### src/assert_macros.svh
// Assertion helpers for RTL files that check their own logic.
// Each macro expects clk_i and rst_ni in scope.
`ifndef ASSERT_MACROS_SVH
`define ASSERT_MACROS_SVH

// Same-cycle implication, checked out of reset.
`define ASSERT_IMPL(lbl, ante, cons) \
  lbl: assert property (@(posedge clk_i) disable iff (!rst_ni) (ante) |-> (cons)) \
    else $error("assertion failed: same-cycle implication");

// Next-cycle implication, checked out of reset.
`define ASSERT_NEXT(lbl, ante, cons) \
  lbl: assert property (@(posedge clk_i) disable iff (!rst_ni) (ante) |=> (cons)) \
    else $error("assertion failed: next-cycle implication");

`endif

### src/hdu_pkg.sv
// ----------------------------------------------------------------------------
// hdu_pkg: shared definitions for the horizontal 2:1 downsampler
// Field widths, filter constants, register indexes and the stage record.
// ----------------------------------------------------------------------------
`timescale 1ns / 1ps
`default_nettype none

package hdu_pkg;

  // Field widths
  localparam int PIX_W          = 8;
  localparam int WIDTH_W        = 13;
  localparam int MAX_LINE_WIDTH = 4096;
  localparam int MIN_LINE_WIDTH = 2;
  localparam int POS_W          = $clog2(MAX_LINE_WIDTH);
  localparam int CMP_W          = WIDTH_W + 1;

  // Filter arithmetic
  localparam int SUM_W        = 14;
  localparam int COSITE_RND   = 2;
  localparam int COSITE_SHIFT = 2;
  localparam int HALF_OUTER   = 6;
  localparam int HALF_INNER   = 26;
  localparam int HALF_RND     = 32;
  localparam int HALF_SHIFT   = 6;
  localparam int PIX_MAX      = 255;

  // Register reset values
  localparam logic               MODE_RESET  = 1'b1;
  localparam logic [WIDTH_W-1:0] WIDTH_RESET = 13'd1920;

  // Configuration register indexes
  localparam int CFG_IDX_W = 1;
  typedef enum logic [CFG_IDX_W-1:0] {
    CFG_FILTER_MODE  = 1'b0,
    CFG_SOURCE_WIDTH = 1'b1
  } cfg_idx_e;

  // One item between the window stage and the filter stage
  typedef struct packed {
    logic [3:0][PIX_W-1:0] taps;      // taps[0] is the oldest pixel
    logic                  cosite;
    logic                  line_end;
  } stage_t;

endpackage

`default_nettype wire

### src/horizontal_two_to_one_downsample_unit.sv
// ----------------------------------------------------------------------------
// horizontal_two_to_one_downsample_unit: 2:1 horizontal line decimator
// Filters and halves each line of 8-bit pixels with edge replication.
// ----------------------------------------------------------------------------
// Usage:
//   Source pixels of a line enter on the slave stream, left to right, one per
//   transaction (tdata[7:0] = pixel). Each line gives floor(W/2) results on
//   the master stream (tdata[7:0] = pixel, tlast on the last one of a line).
//   The config port writes register 0 (filter mode, 1 = cosite 1-2-1,
//   0 = halfsite 6-26-26-6) and register 1 (source line width, clamped to
//   2..4096); write it only while the block is idle.
//   Throughput is one source pixel per cycle while the receiver keeps up; a
//   result reaches the master side through the window stage register
//   followed by the output register.
//   When the receiver stalls, the output register holds its result and the
//   window stage holds one more; the slave side then drops tready until the
//   stage drains.
//   Reset clears the pixel window and line position, sets cosite mode and a
//   width of 1920, and empties both pipeline registers.
// ----------------------------------------------------------------------------
`timescale 1ns / 1ps
`default_nettype none

`include "assert_macros.svh"

module horizontal_two_to_one_downsample_unit (
  input  wire logic                           clk_i,
  input  wire logic                           rst_ni,
  input  wire logic                           cfg_we_i,
  input  wire logic [hdu_pkg::CFG_IDX_W-1:0]  cfg_idx_i,
  input  wire logic [hdu_pkg::WIDTH_W-1:0]    cfg_wdata_i,
  input  wire logic                           s_axis_tvalid,
  output      logic                           s_axis_tready,
  input  wire logic [7:0]                     s_axis_tdata,   // [7:0] in_pixel
  output      logic                           m_axis_tvalid,
  input  wire logic                           m_axis_tready,
  output      logic [7:0]                     m_axis_tdata,   // [7:0] out_pixel
  output      logic                           m_axis_tlast
);

  logic            st_valid;
  logic            st_ready;
  hdu_pkg::stage_t st;

  // Window, position and tap selection
  hdu_window u_window (
    .clk_i       (clk_i),
    .rst_ni      (rst_ni),
    .cfg_we_i    (cfg_we_i),
    .cfg_idx_i   (cfg_idx_i),
    .cfg_wdata_i (cfg_wdata_i),
    .in_valid_i  (s_axis_tvalid),
    .in_ready_o  (s_axis_tready),
    .in_pixel_i  (s_axis_tdata),
    .st_valid_o  (st_valid),
    .st_o        (st),
    .st_ready_i  (st_ready)
  );

  // Filter arithmetic and output register
  hdu_filter u_filter (
    .clk_i       (clk_i),
    .rst_ni      (rst_ni),
    .st_valid_i  (st_valid),
    .st_i        (st),
    .st_ready_o  (st_ready),
    .out_valid_o (m_axis_tvalid),
    .out_ready_i (m_axis_tready),
    .out_pixel_o (m_axis_tdata),
    .out_last_o  (m_axis_tlast)
  );

  // Input back-pressure only comes from a full window stage
  `ASSERT_IMPL(a_ready_low_stage_full, !s_axis_tready, st_valid)
  // A stalled stage keeps its item
  `ASSERT_NEXT(a_stage_holds, st_valid && !st_ready, st_valid && $stable(st))
  // A taken result with nothing behind it leaves the output empty
  `ASSERT_NEXT(a_no_repeat, m_axis_tvalid && m_axis_tready && !st_valid, !m_axis_tvalid)

endmodule

`default_nettype wire

### src/hdu_window.sv
// ----------------------------------------------------------------------------
// hdu_window: configuration, pixel window and line position tracking
// Picks the taps and the end-of-line flag for every emitting source pixel
// and holds them in the stage register.
// ----------------------------------------------------------------------------
`timescale 1ns / 1ps
`default_nettype none

module hdu_window (
  input  wire logic                           clk_i,
  input  wire logic                           rst_ni,
  input  wire logic                           cfg_we_i,
  input  wire logic [hdu_pkg::CFG_IDX_W-1:0]  cfg_idx_i,
  input  wire logic [hdu_pkg::WIDTH_W-1:0]    cfg_wdata_i,
  input  wire logic                           in_valid_i,
  output      logic                           in_ready_o,
  input  wire logic [hdu_pkg::PIX_W-1:0]      in_pixel_i,
  output      logic                           st_valid_o,
  output      hdu_pkg::stage_t                st_o,
  input  wire logic                           st_ready_i
);

  logic                         mode_q;
  logic [hdu_pkg::WIDTH_W-1:0]  width_q;
  logic [hdu_pkg::PIX_W-1:0]    win_q [3];
  logic [hdu_pkg::POS_W-1:0]    pos_q;
  logic                         st_valid_q;
  hdu_pkg::stage_t              st_q;
  hdu_pkg::stage_t              st_d;

  logic [hdu_pkg::WIDTH_W-1:0]  eff_w;
  logic [hdu_pkg::PIX_W-1:0]    w0, w1, w2;
  logic                         pos_zero, odd, last, flag_co, emit, accept;

  // Configuration registers
  always_ff @(posedge clk_i or negedge rst_ni) begin
    if (!rst_ni) begin
      mode_q  <= hdu_pkg::MODE_RESET;
      width_q <= hdu_pkg::WIDTH_RESET;
    end else if (cfg_we_i) begin
      case (cfg_idx_i)
        hdu_pkg::CFG_FILTER_MODE:  mode_q  <= cfg_wdata_i[0];
        hdu_pkg::CFG_SOURCE_WIDTH: width_q <= cfg_wdata_i;
        default: ;
      endcase
    end
  end

  // Clamp the line width to the supported range
  always_comb begin
    if (width_q < hdu_pkg::WIDTH_W'(hdu_pkg::MIN_LINE_WIDTH)) begin
      eff_w = hdu_pkg::WIDTH_W'(hdu_pkg::MIN_LINE_WIDTH);
    end else if (width_q > hdu_pkg::WIDTH_W'(hdu_pkg::MAX_LINE_WIDTH)) begin
      eff_w = hdu_pkg::WIDTH_W'(hdu_pkg::MAX_LINE_WIDTH);
    end else begin
      eff_w = width_q;
    end
  end

  // Position decode
  assign pos_zero = (pos_q == '0);
  assign odd      = pos_q[0];
  assign last     = (hdu_pkg::CMP_W'(pos_q) + hdu_pkg::CMP_W'(1)) >= hdu_pkg::CMP_W'(eff_w);
  assign flag_co  = (hdu_pkg::CMP_W'(pos_q) + hdu_pkg::CMP_W'(2)) >= hdu_pkg::CMP_W'(eff_w);

  // Replicate the first pixel of a line into the whole window
  assign w0 = pos_zero ? in_pixel_i : win_q[0];
  assign w1 = pos_zero ? in_pixel_i : win_q[1];
  assign w2 = pos_zero ? in_pixel_i : win_q[2];

  // Cosite emits on odd positions; halfsite on even ones past the first,
  // and on the last pixel of an even-width line
  assign emit = mode_q ? odd : ((!odd && !pos_zero) || (odd && last));

  // Select taps and the end-of-line flag
  always_comb begin
    st_d.cosite = mode_q;
    if (!mode_q && !odd) begin
      st_d.taps     = {in_pixel_i, w0, w1, w2};
      st_d.line_end = last;
    end else begin
      st_d.taps     = {in_pixel_i, in_pixel_i, w0, w1};
      st_d.line_end = mode_q ? flag_co : 1'b1;
    end
  end

  assign in_ready_o = !st_valid_q || st_ready_i;
  assign accept     = in_valid_i && in_ready_o;

  // Shift the window and advance the position on every transaction
  always_ff @(posedge clk_i or negedge rst_ni) begin
    if (!rst_ni) begin
      win_q[0] <= '0;
      win_q[1] <= '0;
      win_q[2] <= '0;
      pos_q    <= '0;
    end else if (accept) begin
      win_q[2] <= w1;
      win_q[1] <= w0;
      win_q[0] <= in_pixel_i;
      pos_q    <= last ? '0 : pos_q + hdu_pkg::POS_W'(1);
    end
  end

  // Stage register: load on emitting transactions, drain when taken
  always_ff @(posedge clk_i or negedge rst_ni) begin
    if (!rst_ni) begin
      st_valid_q <= 1'b0;
    end else if (accept && emit) begin
      st_valid_q <= 1'b1;
    end else if (st_ready_i) begin
      st_valid_q <= 1'b0;
    end
  end

  always_ff @(posedge clk_i) begin
    if (accept && emit) begin
      st_q <= st_d;
    end
  end

  assign st_valid_o = st_valid_q;
  assign st_o       = st_q;

endmodule

`default_nettype wire

### src/hdu_filter.sv
// ----------------------------------------------------------------------------
// hdu_filter: FIR arithmetic and output register
// Weights three taps (cosite) or four (halfsite), rounds, shifts and clamps
// to a byte, then holds the result until the downstream side takes it.
// ----------------------------------------------------------------------------
`timescale 1ns / 1ps
`default_nettype none

module hdu_filter (
  input  wire logic                       clk_i,
  input  wire logic                       rst_ni,
  input  wire logic                       st_valid_i,
  input  wire hdu_pkg::stage_t            st_i,
  output      logic                       st_ready_o,
  output      logic                       out_valid_o,
  input  wire logic                       out_ready_i,
  output      logic [hdu_pkg::PIX_W-1:0]  out_pixel_o,
  output      logic                       out_last_o
);

  logic [hdu_pkg::SUM_W-1:0]  t0, t1, t2, t3;
  logic [hdu_pkg::SUM_W-1:0]  sum_co, sum_hs, scaled;
  logic [hdu_pkg::PIX_W-1:0]  pixel_d, pixel_q;
  logic                       out_valid_q, last_q, load;

  assign t0 = hdu_pkg::SUM_W'(st_i.taps[0]);
  assign t1 = hdu_pkg::SUM_W'(st_i.taps[1]);
  assign t2 = hdu_pkg::SUM_W'(st_i.taps[2]);
  assign t3 = hdu_pkg::SUM_W'(st_i.taps[3]);

  // 1-2-1 and 6-26-26-6 kernels with rounding
  assign sum_co = t0 + (t1 << 1) + t2 + hdu_pkg::SUM_W'(hdu_pkg::COSITE_RND);
  assign sum_hs = t0 * hdu_pkg::SUM_W'(hdu_pkg::HALF_OUTER)
                + t1 * hdu_pkg::SUM_W'(hdu_pkg::HALF_INNER)
                + t2 * hdu_pkg::SUM_W'(hdu_pkg::HALF_INNER)
                + t3 * hdu_pkg::SUM_W'(hdu_pkg::HALF_OUTER)
                + hdu_pkg::SUM_W'(hdu_pkg::HALF_RND);

  assign scaled = st_i.cosite ? (sum_co >> hdu_pkg::COSITE_SHIFT)
                              : (sum_hs >> hdu_pkg::HALF_SHIFT);

  // Clamp to the byte range
  always_comb begin
    if (scaled > hdu_pkg::SUM_W'(hdu_pkg::PIX_MAX)) begin
      pixel_d = hdu_pkg::PIX_W'(hdu_pkg::PIX_MAX);
    end else begin
      pixel_d = scaled[hdu_pkg::PIX_W-1:0];
    end
  end

  assign st_ready_o = !out_valid_q || out_ready_i;
  assign load       = st_valid_i && st_ready_o;

  // Output register
  always_ff @(posedge clk_i or negedge rst_ni) begin
    if (!rst_ni) begin
      out_valid_q <= 1'b0;
    end else if (load) begin
      out_valid_q <= 1'b1;
    end else if (out_ready_i) begin
      out_valid_q <= 1'b0;
    end
  end

  always_ff @(posedge clk_i) begin
    if (load) begin
      pixel_q <= pixel_d;
      last_q  <= st_i.line_end;
    end
  end

  assign out_valid_o = out_valid_q;
  assign out_pixel_o = pixel_q;
  assign out_last_o  = last_q;

endmodule

`default_nettype wire

### config.mk
export PLATFORM = sky130hd
export DESIGN_NAME = horizontal_two_to_one_downsample_unit
export DESIGN_NICKNAME = d
export VERILOG_FILES = /design/src/hdu_pkg.sv /design/src/horizontal_two_to_one_downsample_unit.sv /design/src/hdu_window.sv /design/src/hdu_filter.sv
export VERILOG_INCLUDE_DIRS = /design/src /design/src/src
export SDC_FILE = /design/constraint.sdc
export NUM_CORES = 1
export LEC_CHECK = 0
export ABC_AREA = 1
export BUFFER_PORTS_ARGS = -buffer_cell sky130_fd_sc_hd__buf_2
export CORE_MARGIN = 4
export CORE_UTILIZATION = 40
export DETAILED_ROUTE_END_ITERATION = 6
export PLACE_DENSITY = 0.52
export SLEW_MARGIN = 15
export SYNTH_ARGS = -nofsm -noshare
export SYNTH_HDL_FRONTEND = slang
export SYNTH_SLANG_ARGS = --single-unit
### constraint.sdc
create_clock -name clk_i -period 5.7 [get_ports clk_i]
set_input_delay 0.285 -clock clk_i [delete_from_list [all_inputs] [get_ports clk_i]]
set_output_delay 0.285 -clock clk_i [all_outputs]
set_load 0.02 [all_outputs]
==> results.md, run 1 <==
* Initial Utilization at 0.4122
* Ys Warns at 0
* Cell area after synthesis at 0.008773 mm²
* Final setup fails at 0
* ANT nets after route at 0
* Count of final hold-check violations at 0
* H-Tree Depth at 3
* Initial antenna violation count at 0
* Crit path kind: reg2reg
* Vias in the first global route at 6748
* Area share of the largest cell type after synthesis at 0.1854
* Gr ovfl total at 0
* TritonCTS Buffers at 9
* Setup TNS at 0 ns
* Largest net degree at the start of global routing at 53
* First-pass GRT wire length at about 34000 µm
* Worst-skew pair later-pin latency at approximately 0.35 ns
* # rows at 53
* Worst reg2reg endpoint: u_filter.out_pixel_o[3]$_SDFFCE_PN1P_
* Cells after Synth at 1039
* Die area at 0.02437 mm²
* Vert. Die Dim at roughly 160 µm
* Top FF cell, synth: dfrtp_1
* Syn avg cell area at between 8 and 9 µm²
* Flops & latches, synth at 95
* Post-DP HPWL at 17010 µm
* Drt pass-1 iters at 5
* Root Buffer Master: clkbuf_16
* Routability Congestion at 0.8712
* R2R Path Start: u_window.st_o[11]$_DFFE_PP_
* CTS clk-pin slew, worst paths at roughly 0.070 ns
* Min Tclk post-route at 5.170 ns
* Final non-filler cell area at 0.009602 mm²
* Post-CTS Hold Fix Bufs at 0
* Synth top cells by count: inv_1, nand2_1, ha_1
* Sinks on the clock net at 95
* Syn Nets at 1230
* Drt drc at 0
* Postcts setup bufs at 0
* Total length of routed wires at about 21000 µm
* Max-Cap Viols at 0
* Vias after detailed routing at ~6700
* Slew HR at 0.3520
* Peak fanout along the critical path at 5
* Outcome: complete, no violations
* PostCTS Resize Cnt at 0
* Share of synthesized flip-flops with an asynchronous set or reset at 0.5474
* Placed cell area at 0.009279 mm²
* Netlist cell types at 46
* Worst hold margin at 0.05402 ns
* Final critical-path share of the clock period at 0.9070
* Ports at 38
* Final Max Tran Viols at 0
* Highest Clock Rate at just under 200 MHz
* Area leader, netlist: ha_1
* Worst setup SP type: flip-flop
* # diodes at 0
* Worst Path Required at about 5.8 ns
* Die W at 156.1 µm
* Sequential-to-total area share from yosys stat at 0.2962
* Area of the core at 0.02129 mm²
* R2R Setup Slk at about 0.53 ns
* Top cells by area, synth: ha_1, edfxtp_1, dfrtp_1
* CTS tree: built
* IO buf count at 37
* Wirelength per Cell at approximately 15 µm
* Unrepaired setup endpoints after global routing: no
* Measured slew at the worst slew-check pin at 0.9719 ns
* Setup Skew at between 0.01 and 0.015 ns
* Via-to-Cell Ratio at 4.924
* Number of nets in the layout at 1272
* Worst Setup End Kind: flip-flop
* Clock buffer depth at 2
* Number of flops mapped to enable cells by yosys at 43
* R2R depth at 20
* Crit path arrival time at between 5 and 6 ns
* Worst Hold Class: in2async
* Layout cells sized above 1 at 0.09300
* Area grow syn2layout at 9.441%
* Iter 0 DRT Violations at between 300 and 400
* Total track usage at 0.1786
## per-stage QoR
stage | setup WS [ns] | std cells | util
after CTS | 0.2969 | 1361 | 0.4509
final | 0.5302 | 1361 | 0.4511
after detailed placement | 0.2928 | 1345 | 0.4359
after global placement | 0.4024 | 1345 | 0.4359
after floorplan | 0.7021 | 1039 | -
after global routing | 0.06727 | 1361 | 0.4511
## critical path, cell delays in order, from the launching register on
cell and delay [ns]:
edfxtp_1 0.49, ha_1 0.36, fa_1 0.54, inv_1 0.07
fa_1 0.47, o21ai_2 0.22, xor2_1 0.16, inv_1 0.07
fa_1 0.50, inv_1 0.05, fa_1 0.53, inv_1 0.04
ha_1 0.28, ha_1 0.35, a21oi_1 0.20, o21ai_0 0.14
a21oi_1 0.16, or2_2 0.13, nand3_1 0.05, nand2_1 0.07
nand2_1 0.04
## placed cells by master, fill, tap and decap left out, types with 35 or more instances in the layout
| cell | n |
|---|---|
| xor2_1 | 35 |
| nand2_1 | 193 |
| o21ai_0 | 40 |
| nor2_1 | 53 |
| nand3_1 | 44 |
| a21oi_1 | 71 |
| dfrtp_1 | 47 |
| ha_1 | 130 |
| buf_2 | 37 |
| edfxtp_1 | 43 |
| inv_1 | 193 |
## cell type report
type | count | area, µm²
well taps | 275 | 344.1
repair buffers | 43 | 230.2
multi-input cells | 735 | 5369
clock buffers | 10 | 229.0
flip-flops and latches | 95 | 2599
fillers | 2182 | 11690
inverters | 197 | 740.7
clock inverters | 6 | 90.09
## routing by layer
metal / GRT usage / vias up / routed length [µm]
li1: - / 3520 / -
met1: 0.2495 / 3095 / 10250
met2: 0.2884 / 67 / 9333
met3: 0.02691 / 20 / 484
met4: 0.05289 / 0 / 496
met5: 0 / - / 0
## kinds of logic (layout without fill, tap and decap cells)
| logic type | after synthesis | in the layout | share of synthesized area |
|---|---|---|---|
| and+or+nand+nor | 334 | 334 | 0.1666 |
| AOI/OAI and AO/OA | 179 | 179 | 0.1209 |
| muxes | 11 | 11 | 0.01412 |
| adders and majority gates | 164 | 164 | 0.2630 |
| DFF | 95 | 95 | 0.2962 |
| buffers and inverters | 209 | 256 | 0.09227 |
| xor gates and xnor gates | 47 | 47 | 0.04692 |
## worst max path at each step
stage                                 from                                    end  slack, ns  cells past startpoint
2_1_floorplan  u_window.st_o[11]$_DFFE_PP_  u_filter.out_pixel_o[3]$_SDFFCE_PN1P_       0.70                     20
3_3_place_gp   u_window.st_o[11]$_DFFE_PP_  u_filter.out_pixel_o[3]$_SDFFCE_PN1P_       0.40                     20
3_5_place_dp   u_window.st_o[11]$_DFFE_PP_  u_filter.out_pixel_o[7]$_SDFFCE_PN1P_       0.29                     21
4_1_cts        u_window.st_o[11]$_DFFE_PP_  u_filter.out_pixel_o[7]$_SDFFCE_PN1P_       0.30                     21
5_1_grt        u_window.st_o[11]$_DFFE_PP_  u_filter.out_pixel_o[7]$_SDFFCE_PN1P_       0.07                     21
6_report       u_window.st_o[11]$_DFFE_PP_  u_filter.out_pixel_o[3]$_SDFFCE_PN1P_       0.53                     20
## state kept, by name, indices dropped and copies added, names as in the netlist
register	count
u_window.st_valid_o	1
u_filter.out_pixel_o	8
u_filter.out_valid_o	1
u_window.win_q	24
u_window.st_o	34
u_window.mode_q	1
u_window.width_q	13
u_filter.out_last_o	1
u_window.pos_q	12
Power of run 1 is not shown: default switching activity piles up to over one toggle a cycle in this logic, so the estimate is an artifact.
==> run 2: changes to the inputs <==
--- a/config.mk
+++ b/config.mk
@@ -8,7 +8,6 @@
 export LEC_CHECK = 0
 export ABC_AREA = 1
 export BUFFER_PORTS_ARGS = -buffer_cell sky130_fd_sc_hd__buf_2
-export CORE_MARGIN = 4
 export CORE_UTILIZATION = 40
 export DETAILED_ROUTE_END_ITERATION = 6
 export PLACE_DENSITY = 0.52
==> constraint.sdc (replaced) <==
create_clock -name clk_i -period 5.7 [get_ports clk_i]
set_input_delay 0.285 -clock clk_i [delete_from_list [all_inputs] [get_ports clk_i]]
set_output_delay 0.285 -clock clk_i [all_outputs]
set_load 0.01 [all_outputs]
==> results.md, run 2 (synthesis results as in run 1) <==
* TritonCTS Buffers at 9
* Setup Skew at 0.01078 ns
* Worst Hold Class: in2async
* Setup TNS at 0 ns
* Total length of routed wires at 20430 µm
* Largest net degree at the start of global routing at between 50 and 60
* Worst reg2reg endpoint: u_filter.out_pixel_o[3]$_SDFFCE_PN1P_
* Wirelength per Cell at between 15 and 20 µm
* Peak fanout along the critical path at 5
* Drt drc at 0
* PostCTS Resize Cnt at 0
* Outcome: complete, no violations
* IO buf count at 37
* M3 GR Usage at 0.02788
* Vias in the first global route at 6449
* Initial antenna violation count at 0
* Max reg flops at 34
* ANT nets after route at 0
* Post-CTS Hold Fix Bufs at 0
* Root Buffer Master: clkbuf_16
* R2R depth at 20
* Final setup fails at 0
* Final critical-path share of the clock period at 0.9149
* Final Max Tran Viols at 0
* First-pass GRT wire length at between 30000 and 40000 µm
* Highest Clock Rate at ~190 MHz
* Met1 usage at 0.2775
* Clock buffer depth at 2
* Number of nets in the layout at 1271
* Post-DP HPWL at 16720 µm
* Area of the core at 0.02129 mm²
* Max-Cap Viols at 0
* Worst Setup End Kind: flip-flop
* Vias after detailed routing at 6717
* Via-to-Cell Ratio at 4.939
* Worst setup SP type: flip-flop
* Initial Utilization at 0.4122
* Sinks on the clock net at 95
* Vert. Die Dim at 150.1 µm
* GRT busiest layer: met2
* Gr ovfl total at 0
* Total track usage at 0.1973
* Layout cells sized above 1 at 0.09309
* Worst-skew pair later-pin latency at between 0.3 and 0.4 ns
* Worst hold margin at between 0.03 and 0.04 ns
* Ports at 38
* # diodes at 0
* CTS tree: built
* Min Tclk post-route at 5.215 ns
* Postcts setup bufs at 0
* Worst Path Required at 5.81 ns
* Die W at 150.1 µm
* Util after Layout at 0.4496
* Count of final hold-check violations at 0
* Slew HR at 0.3097
* H-Tree Depth at 3
* Unrepaired setup endpoints after global routing: no
* CP endpoint: u_filter.out_pixel_o[3]$_SDFFCE_PN1P_
* Layout fillers at 2129
* Crit path arrival time at 5.33 ns
* Iter 0 DRT Violations at 441
* Commonest cells after routing, fill and taps aside: inv_1, nand2_1, ha_1
* CTS clk-pin slew, worst paths at 0.08 ns
* Die area at 0.02253 mm²
* Routability Congestion at 0.8633
* # rows at 53
* Worst setup startpoint: u_window.st_o[11]$_DFFE_PP_
* GR Layer Usage met2 at 0.3169
* Area grow syn2layout at 9.084%
* R2R Path Start: u_window.st_o[11]$_DFFE_PP_
* R2R Setup Slk at a little under 0.5 ns
* Final cell count without fillers at 1360
* DP Cell Count at roughly 1300
* Measured slew at the worst slew-check pin at 1.035 ns
* Crit path kind: reg2reg
* Drt pass-1 iters at 5
[run 2: cell count changes in the layout (fill, tap and decap cells not counted), sizes merged]
cell,delta
inv,+3
bufinv,-2
buf,-1
clkbuf,-1
[run 2: final cells by class]
class / instances / area [µm²] / share of cell area
clock buffers: 9 / 225.2 / 0.02353
clock inverters: 7 / 73.82 / 0.007713
inverters: 197 / 740.7 / 0.07740
well taps: 275 / 344.1 / 0.03595
repair buffers: 42 / 222.7 / 0.02327
flip-flops and latches: 95 / 2599 / 0.2715
multi-input cells: 735 / 5365 / 0.5606
[run 2: per-stage QoR]
step | area [µm²] | setup WS [ns]
after global placement | 9271 | 0.3692
final | 9570 | 0.4849
after CTS | 9570 | 0.3390
after detailed placement | 9271 | 0.3485
after floorplan | 8773 | 0.7021
after global routing | 9570 | 0.04816
[run 2: how the worst min path moves through the flow]
stage	start	end	slack, ns
global route	cfg_we_i	u_window.mode_q$_DFFE_PN1P_	0.10
global placement	u_window.st_o[0]$_DFFE_PP_	u_filter.out_last_o$_DFFE_PP_	0.41
floorplan	rst_ni	u_filter.out_valid_o$_DFFE_PN0P_	-0.01
CTS	rst_ni	u_window.win_q[19]$_DFFE_PN0P_	0.07
detailed placement	u_window.st_o[0]$_DFFE_PP_	u_filter.out_last_o$_DFFE_PP_	0.42
finish	rst_ni	u_window.win_q[19]$_DFFE_PN0P_	0.04
[run 2: layer usage]
layer,wire length [µm],vias up,part of all wire
met1,10210,3103,0.50
li1,-,3524,-
met2,9461,73,0.46
met4,351,0,0.017
met3,405,17,0.020
met5,0,-,0
[run 2: critical path: stages (launching register included)]
cell and delay (ns):
edfxtp_1 0.49, ha_1 0.36, fa_1 0.54, inv_1 0.06, fa_1 0.45, o21ai_1 0.28
xor2_1 0.17, inv_1 0.07, fa_1 0.49, inv_1 0.05, fa_1 0.53, inv_1 0.04
ha_1 0.28, ha_1 0.35, a21oi_1 0.21, o21ai_0 0.15, a21oi_1 0.16, or2_2 0.13
nand3_1 0.05, nand2_1 0.07, nand2_1 0.04
Power of run 2 is left out for the same reason.
==> run 3: changes to the inputs <==
--- a/config.mk
+++ b/config.mk
@@ -6,7 +6,6 @@
 export SDC_FILE = /design/constraint.sdc
 export NUM_CORES = 1
 export LEC_CHECK = 0
-export ABC_AREA = 1
 export BUFFER_PORTS_ARGS = -buffer_cell sky130_fd_sc_hd__buf_2
 export CORE_UTILIZATION = 40
 export DETAILED_ROUTE_END_ITERATION = 6
==> results.md, run 3 <==
* Top FF cell, synth: dfrtp_1
* Worst hold margin at 0.04932 ns
* Outcome: complete, no violations
* Area leader, netlist: ha_1
* ANT nets after route at 0
* R2R depth at 19
* Crit path depth at 19
* Layout cells sized above 1 at 0.1275
* Crit path kind: reg2reg
* # diodes at 0
* Commonest cells after routing, fill and taps aside: nand2_1, ha_1, inv_1
* Vias after detailed routing at ~6200
* Area of the core at just over 0.02 mm²
* Final critical-path share of the clock period at 0.9516
* Worst Setup End Kind: flip-flop
* H-Tree Depth at 3
* Gr ovfl total at 0
* Number of flops mapped to enable cells by yosys at 43
* Ports at 38
* Wirelength per Cell at 16.40 µm
* Sinks on the clock net at 95
* Die area at between 0.02 and 0.025 mm²
* Flops & latches, synth at 95
* Clock buffer depth at 2
* Via-to-Cell Ratio at 5.201
* Total length of routed wires at 19480 µm
* Cell family with most CP delay: adder cells
* Area share of the largest cell type after synthesis at 0.1913
* Max-Cap Viols at 0
* Die W at 147.8 µm
* Worst Path Required at between 5 and 6 ns
* Util after Layout at 0.4603
* Slew HR at 0.4202
* IO buf count at 37
* Top cells by area, synth: ha_1, edfxtp_1, dfrtp_1
* Synth top cells by count: ha_1, nand2_1, inv_1
* Ys Warns at 0
* Worst Hold Class: in2async
* First-pass GRT wire length at 32200 µm
* Final Max Tran Viols at 0
* Sequential-to-total area share from yosys stat at 0.3057
* # rows at 52
* Most used standard cell by instance count after synthesis: ha_1
* Cell area after synthesis at approximately 0.0085 mm²
* Vias in the first global route at 6109
* Initial Utilization at 0.4135
* TritonCTS Buffers at 9
* Syn Nets at 1067
* Largest net degree at the start of global routing at 53
* Area grow syn2layout at 11.32%
* R2R Setup Slk at 0.28 ns
* Worst-skew pair later-pin latency at 0.36 ns
* Netlist cell types at 66
* Drt pass-1 iters at 6
* Most common cell after layout, fill and taps aside: nand2_1
* Measured slew at the worst slew-check pin at roughly 0.87 ns
* R2R Path Start: u_window.st_o[12]$_DFFE_PP_
* Placed cell area at 0.008986 mm²
* Worst reg2reg endpoint: u_filter.out_pixel_o[7]$_SDFFCE_PN1P_
* Iter 0 DRT Violations at about 210
* Root Buffer Master: clkbuf_16
* Slowest cell on crit path: fa_1
* Min Tclk post-route at 5.424 ns
* Cells after Synth at 876
* Crit path arrival time at 5.52 ns
* Initial antenna violation count at 0
* Share of synthesized flip-flops with an asynchronous set or reset at 0.5474
* Total track usage at 0.1889
* Max reg flops at 34
* Routability Congestion at 0.8109
* Worst setup SP type: flip-flop
* Final non-filler cell area at between 0.009 and 0.01 mm²
* Drt drc at 0
* Final setup fails at 0
* Max stage delay on crit path at between 0.5 and 0.6 ns
* Number of nets in the layout at roughly 1100
* Vert. Die Dim at 147.8 µm
* Worst Path Buf+Inv at 1
* Count of final hold-check violations at 0
* CTS clk-pin slew, worst paths at ~0.080 ns
* Post-DP HPWL at 15350 µm
* Peak fanout along the critical path at 4
* CTS tree: built
* CP Cell Sequence: ha_1, fa_1, ha_1, a21o_1, a21oi_2, o21ai_1, nor2_1, xor2_1, fa_1, fa_1, inv_1, ha_1, ha_4, a21o_1, a21o_1, a221o_1, a31o_1, mux2i_1, o211ai_1
* Highest Clock Rate at 184.4 MHz
* Final cell count without fillers at 1188
* Syn avg cell area at 9.704 µm²
* DP Cell Count at 1167
* Setup Skew at approximately 0.016 ns
-- run 3: cell count changes in the layout (fill, tap and decap cells not counted), moves of 9 or more --
cell,change
a21oi_1,-47
buf_4,+10
inv_1,-106
mux2i_1,+17
nand2_1,-64
nand2b_1,+10
nand3_1,-27
nor2_1,-20
nor3_1,+10
o21ai_2,-9
xnor2_1,+21
xor2_1,-9
-- run 3: final cells by class --
cell class	instances	area, µm²
clock inverter	7	118.9
timing repair buffer	52	297.8
multi-input combinational	668	5558
sequential	95	2599
fill	2041	11100
inverter	87	326.6
clock buffer	9	225.2
tap	270	337.8
-- run 3: logic make-up (layout without fill, tap and decap cells) --
group / Yosys count / in the layout / share of synthesized area
buf+inv: 113 / 155 / 0.05225
simple gates: 251 / 251 / 0.1373
xor+xnor: 60 / 60 / 0.06182
fa+ha+maj: 164 / 164 / 0.2714
flops: 95 / 95 / 0.3057
mux: 38 / 38 / 0.04784
compound gates: 155 / 155 / 0.1236
-- run 3: what timing repair did --
action	CTS	global route
hold buffers	0	0
setup buffers	0	5
endpoints found under the setup margin	0	3
gates resized for setup	0	13
-- run 3: worst reg2reg max path, stage by stage, from the launching register on --
cell      delay, ns
edfxtp_1       0.44
ha_1           0.32
fa_1           0.45
ha_1           0.31
a21o_1         0.20
a21oi_2        0.14
o21ai_1        0.10
nor2_1         0.12
xor2_1         0.28
fa_1           0.48
fa_1           0.55
inv_1          0.04
ha_1           0.32
ha_4           0.26
a21o_1         0.18
a21o_1         0.17
a221o_1        0.34
a31o_1         0.23
mux2i_1        0.15
o211ai_1       0.10
-- run 3: how the worst max path moves through the flow --
stage / end / startpoint / slack (ns)
after global placement: u_filter.out_pixel_o[6]$_SDFFCE_PN1P_ / u_window.st_o[20]$_DFFE_PP_ / 0.13
after floorplan: u_filter.out_pixel_o[6]$_SDFFCE_PN1P_ / u_window.st_o[20]$_DFFE_PP_ / 0.36
final: u_filter.out_pixel_o[7]$_SDFFCE_PN1P_ / u_window.st_o[12]$_DFFE_PP_ / 0.28
after detailed placement: u_filter.out_pixel_o[6]$_SDFFCE_PN1P_ / u_window.st_o[20]$_DFFE_PP_ / 0.07
after global routing: u_filter.out_pixel_o[7]$_SDFFCE_PN1P_ / u_window.st_o[20]$_DFFE_PP_ / -0.003
after CTS: u_filter.out_pixel_o[6]$_SDFFCE_PN1P_ / u_window.st_o[20]$_DFFE_PP_ / 0.04
-- run 3: through the flow --
stage / worst slack [ns] / setup TNS (ns)
after floorplan: 0.3576 / 0
after global placement: 0.1308 / 0
after detailed placement: 0.06702 / 0
final: 0.2761 / 0
after CTS: 0.04158 / 0
after global routing: -0.003236 / -0.003236
-- run 3: per-layer routing --
layer	wire, µm	GRT usage
met1	10180	0.2796
met2	8613	0.2910
met3	424	0.02068
met4	259	0.05103
met5	0	0
Power of run 3 is left out for the same reason.
